## config.mk

```make
export PLATFORM = sky130hd
export DESIGN_NAME = multi_key_debounce_long_press_fifo_flat
export DESIGN_NICKNAME = d
export VERILOG_FILES = /design/src/hw/rtl/mkd_pkg.sv /design/src/hw/rtl/mkd_req_if.sv /design/src/hw/rtl/mkd_rsp_if.sv /design/src/hw/rtl/mkd_cfg_if.sv /design/src/hw/rtl/mkd_ram.sv /design/src/hw/rtl/mkd_ctrl.sv /design/src/hw/rtl/mkd_dp.sv /design/src/hw/rtl/multi_key_debounce_long_press_fifo.sv /design/src/flat_wrapper.sv
export SDC_FILE = /design/constraint.sdc
export NUM_CORES = 2
export LEC_CHECK = 0
export ABC_AREA = 1
export BUFFER_PORTS_ARGS = -buffer_cell sky130_fd_sc_hd__buf_2
export CORE_UTILIZATION = 57
export CTS_CLUSTER_SIZE = 30
export DETAILED_ROUTE_END_ITERATION = 16
export PLACE_DENSITY = 0.76
export SLEW_MARGIN = 5
export SYNTH_ARGS = -nofsm -noshare
export SYNTH_HDL_FRONTEND = slang
export SYNTH_SLANG_ARGS = --single-unit
```

## constraint.sdc

```tcl
create_clock -name clk -period 7.3 [get_ports clk]
set_input_delay 1.46 -clock clk [delete_from_list [all_inputs] [get_ports clk]]
set_output_delay 1.46 -clock clk [all_outputs]
set_load 0.05 [all_outputs]
```

## src/hw/rtl/mkd_pkg.sv

```systemverilog
// shared widths, register codes and controller/datapath types for the key scanner
package mkd_pkg;

  // defaults for the top-level parameters
  localparam int NUM_KEYS_DEF   = 32;
  localparam int FIFO_DEPTH_DEF = 16;

  // keys that auto-repeat while held
  localparam int UP_KEY_CODE   = 1;
  localparam int DOWN_KEY_CODE = 2;

  // fixed field widths
  localparam int LEVEL_W    = 32;
  localparam int CNT_W      = 16;
  localparam int CODE_W     = 8;
  localparam int KCNT_W     = 6;
  localparam int CFG_IDX_W  = 3;
  localparam int CFG_DATA_W = 16;

  // configuration register indexes
  typedef enum logic [CFG_IDX_W-1:0] {
    CFG_RELEASE_MODE       = 3'd0,
    CFG_KEY_COUNT          = 3'd1,
    CFG_RELEASE_LONG_THRE  = 3'd2,
    CFG_RELEASE_EXTRA_THRE = 3'd3,
    CFG_PRESS_LONG_THRE    = 3'd4,
    CFG_HOLD_COUNT_MAX     = 3'd5,
    CFG_LONG_OFFSET        = 3'd6,
    CFG_EXTRA_LONG_OFFSET  = 3'd7
  } cfg_idx_t;

  // configuration register file
  typedef struct packed {
    logic              release_mode;
    logic [KCNT_W-1:0] key_count;
    logic [CNT_W-1:0]  release_long_thre;
    logic [CNT_W-1:0]  release_extra_thre;
    logic [CNT_W-1:0]  press_long_thre;
    logic [CNT_W-1:0]  hold_count_max;
    logic [CODE_W-1:0] long_offset;
    logic [CODE_W-1:0] extra_long_offset;
  } cfg_t;

  // controller to datapath commands
  typedef struct packed {
    logic scan_start;
    logic pop_start;
    logic key_step;
    logic edge_step;
    logic adv_key;
    logic pop_read;
    logic load_result;
  } dp_cmd_t;

  // datapath to controller status
  typedef struct packed {
    logic defer;
    logic brk;
    logic last;
    logic full;
    logic empty;
    logic lim_zero;
  } dp_sts_t;

endpackage

```

## src/hw/rtl/mkd_req_if.sv

```systemverilog
// request channel: scan tick or pop
interface mkd_req_if;
  import mkd_pkg::*;

  logic               valid;
  logic               ready;
  logic               req_type;
  logic [LEVEL_W-1:0] key_levels;

  modport source (output valid, output req_type, output key_levels, input ready);
  modport sink   (input valid, input req_type, input key_levels, output ready);
endinterface

```

## src/hw/rtl/mkd_rsp_if.sv

```systemverilog
// response channel: one word per request
interface mkd_rsp_if;
  import mkd_pkg::*;

  logic              valid;
  logic              ready;
  logic              code_added;
  logic [CODE_W-1:0] popped_code;
  logic              fifo_empty;

  modport source (output valid, output code_added, output popped_code, output fifo_empty,
                  input ready);
  modport sink   (input valid, input code_added, input popped_code, input fifo_empty,
                  output ready);
endinterface

```

## src/hw/rtl/mkd_cfg_if.sv

```systemverilog
// configuration write channel
interface mkd_cfg_if;
  import mkd_pkg::*;

  logic                  valid;
  logic                  ready;
  logic [CFG_IDX_W-1:0]  index;
  logic [CFG_DATA_W-1:0] data;

  modport source (output valid, output index, output data, input ready);
  modport sink   (input valid, input index, input data, output ready);
endinterface

```

## src/hw/rtl/mkd_ram.sv

```systemverilog
// generic single-write, single-read ram with registered read data
module mkd_ram #(
  parameter int WIDTH = 8,
  parameter int DEPTH = 16
) (
  input  logic                                   clk,
  input  logic                                   wr_en,
  input  logic [(DEPTH > 1 ? $clog2(DEPTH) : 1)-1:0] wr_addr,
  input  logic [WIDTH-1:0]                       wr_data,
  input  logic                                   rd_en,
  input  logic [(DEPTH > 1 ? $clog2(DEPTH) : 1)-1:0] rd_addr,
  output logic [WIDTH-1:0]                       rd_data
);

  logic [WIDTH-1:0] mem [DEPTH];

  // write port and registered read port
  always_ff @(posedge clk) begin
    if (wr_en) begin
      mem[wr_addr] <= wr_data;
    end
    if (rd_en) begin
      rd_data <= mem[rd_addr];
    end
  end

endmodule

```

## src/hw/rtl/mkd_ctrl.sv

```systemverilog
// sequencer for scan walks, pops and the response register
module mkd_ctrl (
  input  logic              clk,
  input  logic              rst,
  input  logic              req_valid,
  input  logic              req_type,
  output logic              req_ready,
  output logic              rsp_valid,
  input  logic              rsp_ready,
  input  mkd_pkg::dp_sts_t  sts,
  output mkd_pkg::dp_cmd_t  cmd
);
  import mkd_pkg::*;

  typedef enum logic [2:0] {
    ST_IDLE,
    ST_SCAN,
    ST_EDGE,
    ST_POP,
    ST_FINISH
  } state_t;

  state_t state;
  logic   start;
  logic   rsp_free;

  assign start    = (state == ST_IDLE) && req_valid && req_ready;
  assign rsp_free = !rsp_valid || rsp_ready;

  // command decode
  always_comb begin
    cmd             = '0;
    cmd.scan_start  = start && !req_type;
    cmd.pop_start   = start && req_type;
    cmd.key_step    = (state == ST_SCAN);
    cmd.edge_step   = (state == ST_EDGE);
    cmd.adv_key     = ((state == ST_SCAN) && !sts.defer) || (state == ST_EDGE);
    cmd.pop_read    = (state == ST_POP);
    cmd.load_result = (state == ST_FINISH) && rsp_free;
  end

  // state and registered handshake outputs
  always_ff @(posedge clk) begin
    if (rst) begin
      state     <= ST_IDLE;
      req_ready <= 1'b1;
      rsp_valid <= 1'b0;
    end else begin
      // a taken word clears valid unless the next word is loaded in this cycle
      if (rsp_valid && rsp_ready && (state != ST_FINISH)) begin
        rsp_valid <= 1'b0;
      end
      case (state)
        ST_IDLE: begin
          if (start) begin
            req_ready <= 1'b0;
            if (req_type) begin
              state <= ST_POP;
            end else if (sts.lim_zero) begin
              state <= ST_FINISH;
            end else begin
              state <= ST_SCAN;
            end
          end
        end
        ST_SCAN: begin
          if (sts.defer) begin
            state <= ST_EDGE;
          end else if (sts.brk || sts.last) begin
            state <= ST_FINISH;
          end
        end
        ST_EDGE: begin
          if (sts.full || sts.last) begin
            state <= ST_FINISH;
          end else begin
            state <= ST_SCAN;
          end
        end
        ST_POP: begin
          state <= ST_FINISH;
        end
        ST_FINISH: begin
          if (rsp_free) begin
            rsp_valid <= 1'b1;
            req_ready <= 1'b1;
            state     <= ST_IDLE;
          end
        end
        default: begin
          state <= ST_IDLE;
        end
      endcase
    end
  end

endmodule

```

## src/hw/rtl/mkd_dp.sv

```systemverilog
// debounce, hold counters, code fifo and response registers
module mkd_dp #(
  parameter int NUM_KEYS   = mkd_pkg::NUM_KEYS_DEF,
  parameter int FIFO_DEPTH = mkd_pkg::FIFO_DEPTH_DEF
) (
  input  logic                          clk,
  input  logic                          rst,
  input  mkd_pkg::cfg_t                 cfg_regs,
  input  mkd_pkg::dp_cmd_t              cmd,
  output mkd_pkg::dp_sts_t              sts,
  input  logic [mkd_pkg::LEVEL_W-1:0]   key_levels,
  output logic                          res_code_added,
  output logic [mkd_pkg::CODE_W-1:0]    res_popped_code,
  output logic                          res_fifo_empty
);
  import mkd_pkg::*;

  localparam int KEY_IDX_W = (NUM_KEYS > 1) ? $clog2(NUM_KEYS) : 1;
  localparam int PTR_W     = $clog2(FIFO_DEPTH);
  localparam logic [PTR_W-1:0]  LAST_PTR = PTR_W'(FIFO_DEPTH - 1);
  localparam logic [KCNT_W-1:0] KEY_MAX  = KCNT_W'(NUM_KEYS);

  logic [LEVEL_W-1:0]   prev_sample;
  logic [LEVEL_W-1:0]   stable_levels;
  logic [LEVEL_W-1:0]   edges;
  logic [CNT_W-1:0]     hold [NUM_KEYS];
  logic [KEY_IDX_W-1:0] key_idx;
  logic [KCNT_W-1:0]    key_lim;
  logic [PTR_W-1:0]     rd_ptr;
  logic [PTR_W-1:0]     wr_ptr;
  logic                 added;
  logic                 pop_hit;
  logic [CODE_W-1:0]    edge_code;

  logic [LEVEL_W-1:0]   st_new;
  logic [CNT_W-1:0]     cnt;
  logic [CNT_W-1:0]     cnt_inc;
  logic [CNT_W-1:0]     cnt1;
  logic [CNT_W-1:0]     cnt_fin;
  logic                 st_bit;
  logic                 edge_bit;
  logic                 rel;
  logic                 is_rep;
  logic                 push1;
  logic                 push1_ok;
  logic [CODE_W-1:0]    kc;
  logic [CODE_W-1:0]    code1;
  logic [CODE_W-1:0]    code2;
  logic [CODE_W-1:0]    add_long;
  logic [CODE_W-1:0]    add_extra;
  logic [PTR_W-1:0]     wr_next;
  logic [PTR_W-1:0]     rd_next;
  logic                 full;
  logic                 empty;
  logic                 wr_en;
  logic [CODE_W-1:0]    wr_data;
  logic                 rd_en;
  logic [CODE_W-1:0]    rd_data;

  // two-sample debounce
  assign st_new = (stable_levels | (key_levels & prev_sample)) & (key_levels | prev_sample);
  assign rel    = cfg_regs.release_mode;

  // fifo pointers
  assign wr_next = (wr_ptr == LAST_PTR) ? '0 : PTR_W'(wr_ptr + 1'b1);
  assign rd_next = (rd_ptr == LAST_PTR) ? '0 : PTR_W'(rd_ptr + 1'b1);
  assign full    = (wr_next == rd_ptr);
  assign empty   = (rd_ptr == wr_ptr);

  // current key
  assign cnt      = hold[key_idx];
  assign cnt_inc  = CNT_W'(cnt + 1'b1);
  assign st_bit   = stable_levels[key_idx];
  assign edge_bit = edges[key_idx];
  assign kc       = CODE_W'(key_idx) + CODE_W'(1);
  assign is_rep   = (kc == CODE_W'(UP_KEY_CODE)) || (kc == CODE_W'(DOWN_KEY_CODE));

  // hold count update and the long or repeat code
  always_comb begin
    cnt1  = cnt;
    push1 = 1'b0;
    code1 = kc + cfg_regs.long_offset;
    if (st_bit) begin
      if (cnt < cfg_regs.hold_count_max) begin
        cnt1  = cnt_inc;
        push1 = (cnt_inc == cfg_regs.press_long_thre) && !rel;
      end else if (is_rep) begin
        cnt1  = cfg_regs.press_long_thre;
        push1 = 1'b1;
        code1 = kc;
      end
    end else if (!rel) begin
      cnt1 = '0;
    end
  end

  // edge code, with hold-time offsets on release
  assign add_long  = (cnt1 >= cfg_regs.release_long_thre)  ? cfg_regs.long_offset : '0;
  assign add_extra = (cnt1 >= cfg_regs.release_extra_thre) ? cfg_regs.extra_long_offset : '0;
  assign code2     = rel ? (kc + add_long + add_extra) : kc;
  assign cnt_fin   = (edge_bit && rel) ? '0 : cnt1;

  // fifo write: one code a cycle; a second code of the same key is held and written in the edge step
  assign push1_ok = push1 && !full;
  assign wr_en    = (cmd.key_step && (push1_ok || (edge_bit && !full)))
                 || (cmd.edge_step && !full);
  assign wr_data  = cmd.edge_step ? edge_code : (push1_ok ? code1 : code2);
  assign rd_en    = cmd.pop_read && !empty;

  // status
  always_comb begin
    sts          = '0;
    sts.defer    = push1_ok && edge_bit;
    sts.brk      = edge_bit && full;
    sts.last     = (KCNT_W'(key_idx) + KCNT_W'(1)) == key_lim;
    sts.full     = full;
    sts.empty    = empty;
    sts.lim_zero = (cfg_regs.key_count == '0);
  end

  // key state, pointers and walk control
  always_ff @(posedge clk) begin
    if (rst) begin
      prev_sample   <= '0;
      stable_levels <= '0;
      edges         <= '0;
      for (int k = 0; k < NUM_KEYS; k++) begin
        hold[k] <= '0;
      end
      key_idx <= '0;
      key_lim <= '0;
      rd_ptr  <= '0;
      wr_ptr  <= '0;
      added   <= 1'b0;
      pop_hit <= 1'b0;
    end else begin
      if (cmd.scan_start) begin
        prev_sample   <= key_levels;
        stable_levels <= st_new;
        edges         <= (st_new ^ stable_levels) & (rel ? stable_levels : st_new);
        key_idx       <= '0;
        key_lim       <= (cfg_regs.key_count > KEY_MAX) ? KEY_MAX : cfg_regs.key_count;
        added         <= 1'b0;
        pop_hit       <= 1'b0;
      end
      if (cmd.pop_start) begin
        added   <= 1'b0;
        pop_hit <= 1'b0;
      end
      if (cmd.key_step) begin
        hold[key_idx] <= cnt_fin;
      end
      if (cmd.adv_key) begin
        key_idx <= KEY_IDX_W'(key_idx + 1'b1);
      end
      if (wr_en) begin
        wr_ptr <= wr_next;
        added  <= 1'b1;
      end
      if (rd_en) begin
        rd_ptr  <= rd_next;
        pop_hit <= 1'b1;
      end
    end
  end

  // second code of a key, pushed in the following cycle if the fifo has room
  always_ff @(posedge clk) begin
    if (cmd.key_step && push1_ok && edge_bit) begin
      edge_code <= code2;
    end
  end

  // response word
  always_ff @(posedge clk) begin
    if (cmd.load_result) begin
      res_code_added  <= added;
      res_popped_code <= pop_hit ? rd_data : '0;
      res_fifo_empty  <= empty;
    end
  end

  mkd_ram #(
    .WIDTH (CODE_W),
    .DEPTH (FIFO_DEPTH)
  ) u_store (
    .clk     (clk),
    .wr_en   (wr_en),
    .wr_addr (wr_ptr),
    .wr_data (wr_data),
    .rd_en   (rd_en),
    .rd_addr (rd_ptr),
    .rd_data (rd_data)
  );

endmodule

```

## src/hw/rtl/multi_key_debounce_long_press_fifo.sv

```systemverilog
// top level: debounced key scanner with long-press codes and a code fifo
//
// Each request word is a scan tick (req_type 0, 32 raw key levels) or a pop (req_type 1).
// A scan debounces all 32 levels on acceptance, then walks the examined keys one per cycle
// through a single hold-counter update path, writing queued codes into the fifo store, which
// has one write port; a key that queues both a long/repeat code and an edge code holds the
// walk for an extra edge step that writes the second code. The walk ends early when an edge
// code finds the fifo full. A pop reads the store in ST_POP and answers in ST_FINISH: the
// store read is registered. The fifo holds FIFO_DEPTH-1 codes; a pop on an empty fifo
// returns 0. A new request is taken while the previous response still waits to be read.
// Configuration writes are taken at any time but belong between requests.
module multi_key_debounce_long_press_fifo #(
  parameter int NUM_KEYS   = mkd_pkg::NUM_KEYS_DEF,
  parameter int FIFO_DEPTH = mkd_pkg::FIFO_DEPTH_DEF
) (
  input  logic      clk,
  input  logic      rst,
  mkd_req_if.sink   req,
  mkd_rsp_if.source rsp,
  mkd_cfg_if.sink   cfg
);
  import mkd_pkg::*;

  cfg_t    cfg_regs;
  dp_cmd_t cmd;
  dp_sts_t sts;

  // configuration registers
  assign cfg.ready = 1'b1;

  always_ff @(posedge clk) begin
    if (rst) begin
      cfg_regs.release_mode       <= 1'b0;
      cfg_regs.key_count          <= KCNT_W'(32);
      cfg_regs.release_long_thre  <= CNT_W'(100);
      cfg_regs.release_extra_thre <= CNT_W'(300);
      cfg_regs.press_long_thre    <= CNT_W'(100);
      cfg_regs.hold_count_max     <= CNT_W'(150);
      cfg_regs.long_offset        <= CODE_W'(64);
      cfg_regs.extra_long_offset  <= CODE_W'(128);
    end else if (cfg.valid && cfg.ready) begin
      case (cfg.index)
        CFG_RELEASE_MODE:       cfg_regs.release_mode       <= cfg.data[0];
        CFG_KEY_COUNT:          cfg_regs.key_count          <= cfg.data[KCNT_W-1:0];
        CFG_RELEASE_LONG_THRE:  cfg_regs.release_long_thre  <= cfg.data[CNT_W-1:0];
        CFG_RELEASE_EXTRA_THRE: cfg_regs.release_extra_thre <= cfg.data[CNT_W-1:0];
        CFG_PRESS_LONG_THRE:    cfg_regs.press_long_thre    <= cfg.data[CNT_W-1:0];
        CFG_HOLD_COUNT_MAX:     cfg_regs.hold_count_max     <= cfg.data[CNT_W-1:0];
        CFG_LONG_OFFSET:        cfg_regs.long_offset        <= cfg.data[CODE_W-1:0];
        CFG_EXTRA_LONG_OFFSET:  cfg_regs.extra_long_offset  <= cfg.data[CODE_W-1:0];
        default: begin
        end
      endcase
    end
  end

  mkd_ctrl u_ctrl (
    .clk       (clk),
    .rst       (rst),
    .req_valid (req.valid),
    .req_type  (req.req_type),
    .req_ready (req.ready),
    .rsp_valid (rsp.valid),
    .rsp_ready (rsp.ready),
    .sts       (sts),
    .cmd       (cmd)
  );

  mkd_dp #(
    .NUM_KEYS   (NUM_KEYS),
    .FIFO_DEPTH (FIFO_DEPTH)
  ) u_dp (
    .clk             (clk),
    .rst             (rst),
    .cfg_regs        (cfg_regs),
    .cmd             (cmd),
    .sts             (sts),
    .key_levels      (req.key_levels),
    .res_code_added  (rsp.code_added),
    .res_popped_code (rsp.popped_code),
    .res_fifo_empty  (rsp.fifo_empty)
  );

  // fifo can never look full and empty at once
  a_full_empty: assert property (@(posedge clk) disable iff (rst)
    !(sts.full && sts.empty))
    else $error("fifo reports full and empty together");

  // a scan that queued a code leaves the fifo non-empty
  a_added_nonempty: assert property (@(posedge clk) disable iff (rst)
    rsp.valid && rsp.code_added |-> !rsp.fifo_empty)
    else $error("code queued but fifo reported empty");

  // a new response appears together with readiness for the next request
  a_rsp_ready: assert property (@(posedge clk) disable iff (rst)
    $rose(rsp.valid) |-> req.ready)
    else $error("response issued while request side still busy");

  // walk commands only while no request can be taken
  a_walk_busy: assert property (@(posedge clk) disable iff (rst)
    (cmd.key_step || cmd.edge_step || cmd.pop_read) |-> !req.ready)
    else $error("key walk or pop running while request port is ready");

endmodule

```

## src/flat_wrapper.sv

```systemverilog
// flat-port wrapper written by rule: the top's interface ports become plain ports
module multi_key_debounce_long_press_fifo_flat import mkd_pkg::*;
#(
  parameter int NUM_KEYS   = mkd_pkg::NUM_KEYS_DEF,
  parameter int FIFO_DEPTH = mkd_pkg::FIFO_DEPTH_DEF
)
  (clk, rst, req_valid, req_req_type, req_key_levels, req_ready, rsp_valid, rsp_code_added, rsp_popped_code, rsp_fifo_empty, rsp_ready, cfg_valid, cfg_index, cfg_data, cfg_ready);
  mkd_req_if req_i ();
  mkd_rsp_if rsp_i ();
  mkd_cfg_if cfg_i ();
  input  logic clk;
  input  logic rst;
  input wire logic [$bits(req_i.valid)-1:0] req_valid;
  input wire logic [$bits(req_i.req_type)-1:0] req_req_type;
  input wire logic [$bits(req_i.key_levels)-1:0] req_key_levels;
  output wire logic [$bits(req_i.ready)-1:0] req_ready;
  output wire logic [$bits(rsp_i.valid)-1:0] rsp_valid;
  output wire logic [$bits(rsp_i.code_added)-1:0] rsp_code_added;
  output wire logic [$bits(rsp_i.popped_code)-1:0] rsp_popped_code;
  output wire logic [$bits(rsp_i.fifo_empty)-1:0] rsp_fifo_empty;
  input wire logic [$bits(rsp_i.ready)-1:0] rsp_ready;
  input wire logic [$bits(cfg_i.valid)-1:0] cfg_valid;
  input wire logic [$bits(cfg_i.index)-1:0] cfg_index;
  input wire logic [$bits(cfg_i.data)-1:0] cfg_data;
  output wire logic [$bits(cfg_i.ready)-1:0] cfg_ready;
  assign req_i.valid = req_valid;
  assign req_i.req_type = req_req_type;
  assign req_i.key_levels = req_key_levels;
  assign req_ready = req_i.ready;
  assign rsp_valid = rsp_i.valid;
  assign rsp_code_added = rsp_i.code_added;
  assign rsp_popped_code = rsp_i.popped_code;
  assign rsp_fifo_empty = rsp_i.fifo_empty;
  assign rsp_i.ready = rsp_ready;
  assign cfg_i.valid = cfg_valid;
  assign cfg_i.index = cfg_index;
  assign cfg_i.data = cfg_data;
  assign cfg_ready = cfg_i.ready;
  multi_key_debounce_long_press_fifo #(.NUM_KEYS(NUM_KEYS), .FIFO_DEPTH(FIFO_DEPTH)) u_core (.clk(clk), .rst(rst), .req(req_i), .rsp(rsp_i), .cfg(cfg_i));
endmodule
```

; ---- Word level (Yosys, flattened, before mapping)
; Memories as Yosys holds them, arrays and structs flattened. A register that Yosys moved wholly into a read port is not among the register bits.
; Index checks and enable logic that the tools add are counted.
[word_totals]
n_memories = 2
output_inout_bits = 13
register_bits = 227
mem_bits_rw = 640
[mem_list]
columns = name, words, word_bits, read_ports, rd_clocked_by_memory_dff, write_ports, line_no
row1 = u_core.u_dp.hold, 32, 16, 1, 1, 32, mkd_dp.sv:26  ; logic [CNT_W-1:0] hold [NUM_KEYS];
row2 = u_core.u_dp.u_store.mem, 16, 8, 1, 1, 1, mkd_ram.sv:15  ; logic [WIDTH-1:0] mem [DEPTH];
[op_classes]
mux = 56
addsub = 9
eq_ne = 23
reduce_logical = 50
n_bitwise = 6
order_cmp = 5
[op_table]
columns = cell, n
row1 = $and 32x32->32, 3
row2 = $mux 16, 6
row3 = $mux 8, 8
row4 = $or 32x32->32, 2
row5 = $ge 16x16->1, 2
row6 = $mux 32, 1
row7 = $xor 32x32->32, 1
row8 = $mux 5, 5
row9 = $mux 1, 22
row10 = $mux 3, 7
row11 = $logic_and 1x1->1, 19
row12 = $add 16x1->16 const B, 1
row13 = $add 6x8->8, 2
row14 = $eq 16x16->1, 1
row15 = $lt 16x16->1, 1
row16 = $reduce_and 2->1, 8
row17 = $reduce_or 16->1, 1
row18 = $eq 3x3->1 const B, 5
row19 = $pmux 3 s5, 1
row20 = $add 5x1->6 const B, 2
row21 = $eq 3x2->1 const B, 4
row22 = $bmux 1 s5, 2
row23 = $add 4x1->4 const B, 2
row24 = $add 8x8->8, 1
row25 = other kinds (22), 42

; ---- Logic depth before layout (Yosys ltp)
[depth]
word_depth = 14
ltp_mapped = 60

; ---- Cells and area by module
; From an unflattened synthesis, not the netlist that was laid out.
[unflattened]
cells_unflattened = 4993
area_unflattened_um2 = 43091.3
[modules_own_cells]
columns = module, cells_each, area_per_inst_um2, n_inst
row1 = mkd_dp, 3894, 33453.3, 1
row2 = mkd_ram, 551, 5846.9, 1
row3 = multi_key_debounce_long_press_fifo, 490, 3445.8, 1
row4 = mkd_ctrl, 58, 345.3, 1

; ---- Least setup slack after synthesis
; OpenSTA, ideal clock, no wires.
[synth_timing]
path_type = flip-flop to flip-flop
from = register (tool-made name)
to = memory u_core.u_dp.u_store.mem[0][7], data pin
required_ns = 6.980
setup_time_ns = 0.320
setup_slack_ns = 0.420
synth_period_minus_slack_ns = 6.880
stages_incl_launch_ff = 51
arrival_time_ns = 6.560
path_cell_list = dfxtp_1 > buf_2 > buf_1 > nand3_1 > nand3_1 > nand2_1 > nand2_1 > nand3_1 > nand2_1 > inv_1 > ha_1 > a21oi_1 > o21ai_0 > nand3_1 > a21oi_1 > a211oi_1 > nand2_2 > buf_4 > (+15 left out) > nand2_1 > fa_1 > inv_1 > ha_1 > fa_1 > a21oi_1 > o21bai_1 > inv_1 > nor2_1 > nor2_1 > inv_1 > a21oi_1 > nand3b_1 > nand3_1 > nand3_1 > nand2_1 > nand3_1 > nand2_1
[synth_lines]
columns = item, line_no
row1 = end: declaration, mkd_ram.sv:15

==> flow_metrics.tcl <==
set metrics [dict create \
    path_max_fanout 8 \
    postSynthCellCount 4672 \
    clkPwrFrac_pct 26.0 \
    nets 4947 \
    p_per_area_nw_per_um2 358.7 \
    reg2regPathDepth 48 \
    cts.clk_slew.worst_paths_ns 0.06 \
    synth_most_common_cell "nand2_1" \
    ys_ff_latch 880 \
    grt_pass1_wl_mm 179.6 \
    ios 70 \
    grt_pass1_vias 32010 \
    worstMarginPinSlew_ns 1.147 \
    crit_arrival_ns 7.70 \
    hold_viol_final 0 \
    drive_above_1_share_pct 16.08 \
    core_area_um2 72830 \
    pwr-share-seq_pct 34.1 \
    drt_wl_total_mm 123.4 \
    slowest_delay_ns 0.54 \
    die_y_um 273.2 \
    ant_nets 0 \
    netlist_area_um2 41940 \
    num-fill-cells 5446 \
    start_util_pct 57.58 \
    drv_slew 0 \
    post-route-period-util_pct 99.68 \
    grt_max_degree 97 \
    max_slew_margin_pct 23.28 \
    cts-htree-levels 3 \
    max_freq_ghz 0.1374 \
    numPortBuffers 68 \
    utilization_pct 67.43 \
    cts-buffers-inserted 90 \
    holdPathStages 2 \
    slowest_stage "fa_1" \
    insertion_delay_ns 0.67 \
    yosys.area.top_type "edfxtp_1" \
    dp_cells 5627 \
    status "completed" \
    endpoint_kind "flip-flop" \
    reg2reg_to "u_core.u_dp.u_store.mem[13][7]$_DFFE_PP_" \
    die_w_um 273.2 \
    dp_hpwl_mm 74.08 \
    p_switching_w 0.006709 \
    setup_viol 0 \
    combPwrFrac_pct 39.9 \
    hold_buffers 0 \
    min_path_type "reg2reg" \
    yosysSeqAreaShare_pct 57.91 \
    whs_ns 0.4615 \
    reg2reg_slack_ns 0.02 \
    drc 0 \
    rows 99 \
    min_period_ns 7.276 \
    ys_types 52 \
    finClkSkew_ns 0.04885 \
    dr.first_iter.drc_count 4891 \
    synth_nets 4808 \
    ir_drop_mv 0.2708 \
    synthTopCellsByCount "nand2_1, nor2_1, edfxtp_1" \
    netSwitchingFraction_pct 38.08 \
    critPathLaunchType "flip-flop" \
    synth_warnings 0 \
    vias_per_cell 6.039 \
    vias 35270 \
    worstPathRequired_ns 7.72 \
    rsz0062_at_grt "true" \
    grt_antenna_before_repair 1 \
    async_reset_ff_share_pct 0 \
    gp_congestion 0.9741 \
    yosysTopAreaCellShare_pct 47.69 \
    yosys-top-cells-area "edfxtp_1, dfxtp_1, nand2_1, nor2_1, nand3_1" \
    p_int_w 0.01091 \
    ys.flop_type "edfxtp_1" \
    overflow 0 \
    track_usage_pct 31.02 \
    cts_tree "done" \
    root_buffer "clkbuf_16" \
    cts_sinks 880 \
    cts_buffer_depth 3 \
    cap_violations 0 \
    post-place-ws_ns -0.2418 \
    p_leak_nw 18.87 \
    worstHoldStart "u_core.cfg_regs[54]$_SDFFE_PP0P_" \
    stdcell_count 5840 \
    n_antenna_cell 0 \
    worst_slack_ns 0.02362 \
    synth-edff-count 666 \
    whs_endpoint "u_core.cfg_regs[54]$_SDFFE_PP0P_" \
    avgSynthCellArea_um2 8.976 \
    crit_type "reg2reg" \
    first_pass_iters 9 \
    areaGrowthSynthToFinish_pct 17.12 \
    die_area_um2 74660 \
    wl_per_cell_um 21.13 \
]
[kinds of logic after synthesis]
family | synth area share (%)
other cells | 0.008942
fa+ha+maj | 2.500
flops | 57.91
compound gates | 8.414
simple gates | 24.75
xor+xnor | 0.5221
buf+inv | 5.567
mux | 0.3342
[layout make-up]
type                            count  area [um^2]  area share [%]
Sequential cell                   880        24300           49.47
Multi-Input combinational cell   3266        16400           33.40
Timing Repair Buffer              349         3450           7.024
Clock buffer                      122         2437           4.963
Tap cell                          959         1200           2.443
Inverter                          222        854.6           1.740
Clock inverter                     40        446.7          0.9095
Timing Repair inverter              2        25.02         0.05095
[registers in the layout, indices dropped and copies added (netlist names), named ones only]
name,count
u_core.u_dp.edges,32
u_core.u_ctrl.rsp_valid,1
u_core.u_dp.pop_hit,1
u_core.u_ctrl.state,3
u_core.u_dp.u_store.mem,128
u_core.u_dp.u_store.rd_data,8
u_core.u_dp.hold,512
u_core.u_dp.res_popped_code,8
u_core.u_dp.stable_levels,32
u_core.u_dp.prev_sample,32
u_core.u_ctrl.req_ready,1
u_core.u_dp.rd_ptr,4
u_core.u_dp.key_idx,5
u_core.u_dp.res_code_added,1
u_core.u_dp.added,1
u_core.u_dp.edge_code,8
u_core.u_dp.wr_ptr,4
u_core.u_dp.key_lim,6
u_core.u_dp.res_fifo_empty,1
u_core.cfg_regs,87
[per-layer routing]
| metal | vias up | track usage (%) | routed length (um) |
|---|---|---|---|
| met4 | 2 | 14.30 | 5677 |
| met1 | 16610 | 42.25 | 47310 |
| met3 | 363 | 4.561 | 13410 |
| met2 | 2229 | 49.22 | 56980 |
| li1 | 16070 | - | - |
| met5 | - | 0 | 13 |
[timing repair]
item | CTS | global route
setup endpoints to repair | 48 | 98
gates resized for setup | 19 | 292
pin swaps | 4 | 82
gates cloned | 1 | 29
setup buffers | 6 | 15
endpoints found under the hold margin | 0 | 0
[layout by cell type (no fill, tap or decap), types with 10 or more instances in the layout]
cell / synthesis / layout
clkinv_1: 9 / 20
o32ai_1: 26 / 26
nor3_1: 32 / 31
a31oi_1: 19 / 19
clkinv_2: 0 / 13
mux2i_1: 14 / 14
o21ai_1: 20 / 24
clkbuf_16: 0 / 113
dfxtp_1: 214 / 207
a21oi_1: 131 / 119
nor2_1: 942 / 937
buf_4: 34 / 199
nand4_1: 10 / 10
o211ai_1: 20 / 20
inv_1: 207 / 202
a21oi_2: 0 / 10
nand2_1: 1014 / 918
nand3_1: 471 / 395
ha_4: 0 / 14
nand2_2: 19 / 106
buf_6: 14 / 17
buf_2: 91 / 68
o21ai_0: 300 / 284
nand3_2: 0 / 70
o21ai_2: 0 / 11
ha_1: 71 / 54
o221ai_1: 20 / 18
a311oi_1: 32 / 32
o22ai_1: 14 / 14
xnor2_1: 12 / 12
buf_12: 0 / 37
xor2_1: 13 / 13
or2_2: 33 / 33
edfxtp_1: 666 / 666
nand2_4: 2 / 11
clkbuf_1: 141 / 26
[worst max-delay path: cells and delay by family, from the launching register on]
family | cells | cell delay (ns)
adders and majority gates | 5 | 1.63
buffers and inverters | 10 | 1.11
and+or+nand+nor | 20 | 1.86
AOI/OAI and AO/OA | 13 | 1.91
DFF | 1 | 0.47
[per-stage QoR]
step / instance area [um^2] / TNS, ns / total power (W)
after CTS: 47200 / 0 / 0.01637
after global placement: 44150 / -2.177 / 0.01163
after global routing: 49110 / -20.15 / 0.01827
after floorplan: 41940 / 0 / 0.009553
final: 49110 / 0 / 0.01762
after detailed placement: 44150 / -5.695 / 0.01172
[power groups by stage]
stage               Combinational [W]  Clock [W]  Sequential (W)
floorplan                     0.00349          0         0.00606
finish                        0.00703    0.00458         0.00601
detailed placement            0.00561          0         0.00610
global route                  0.00744    0.00478         0.00604
CTS                           0.00578    0.00459         0.00600
global placement              0.00553          0         0.00609
[worst max path at each step]
stage | startpoint | endpoint | slack [ns] | cells after the start
floorplan | flip-flop | u_core.u_dp.u_store.mem[0][7]$_DFFE_PP_ | 0.42 | 50
global placement | flip-flop | u_core.u_dp.u_store.mem[14][7]$_DFFE_PP_ | -0.14 | 51
detailed placement | flip-flop | u_core.u_dp.u_store.mem[9][7]$_DFFE_PP_ | -0.24 | 49
CTS | flip-flop | u_core.u_dp.u_store.mem[14][7]$_DFFE_PP_ | 0.02 | 53
global route | flip-flop | u_core.u_dp.u_store.mem[0][7]$_DFFE_PP_ | -0.41 | 54
finish | flip-flop | u_core.u_dp.u_store.mem[13][7]$_DFFE_PP_ | 0.02 | 48
Note: power is estimated with default switching activity, not from simulation.
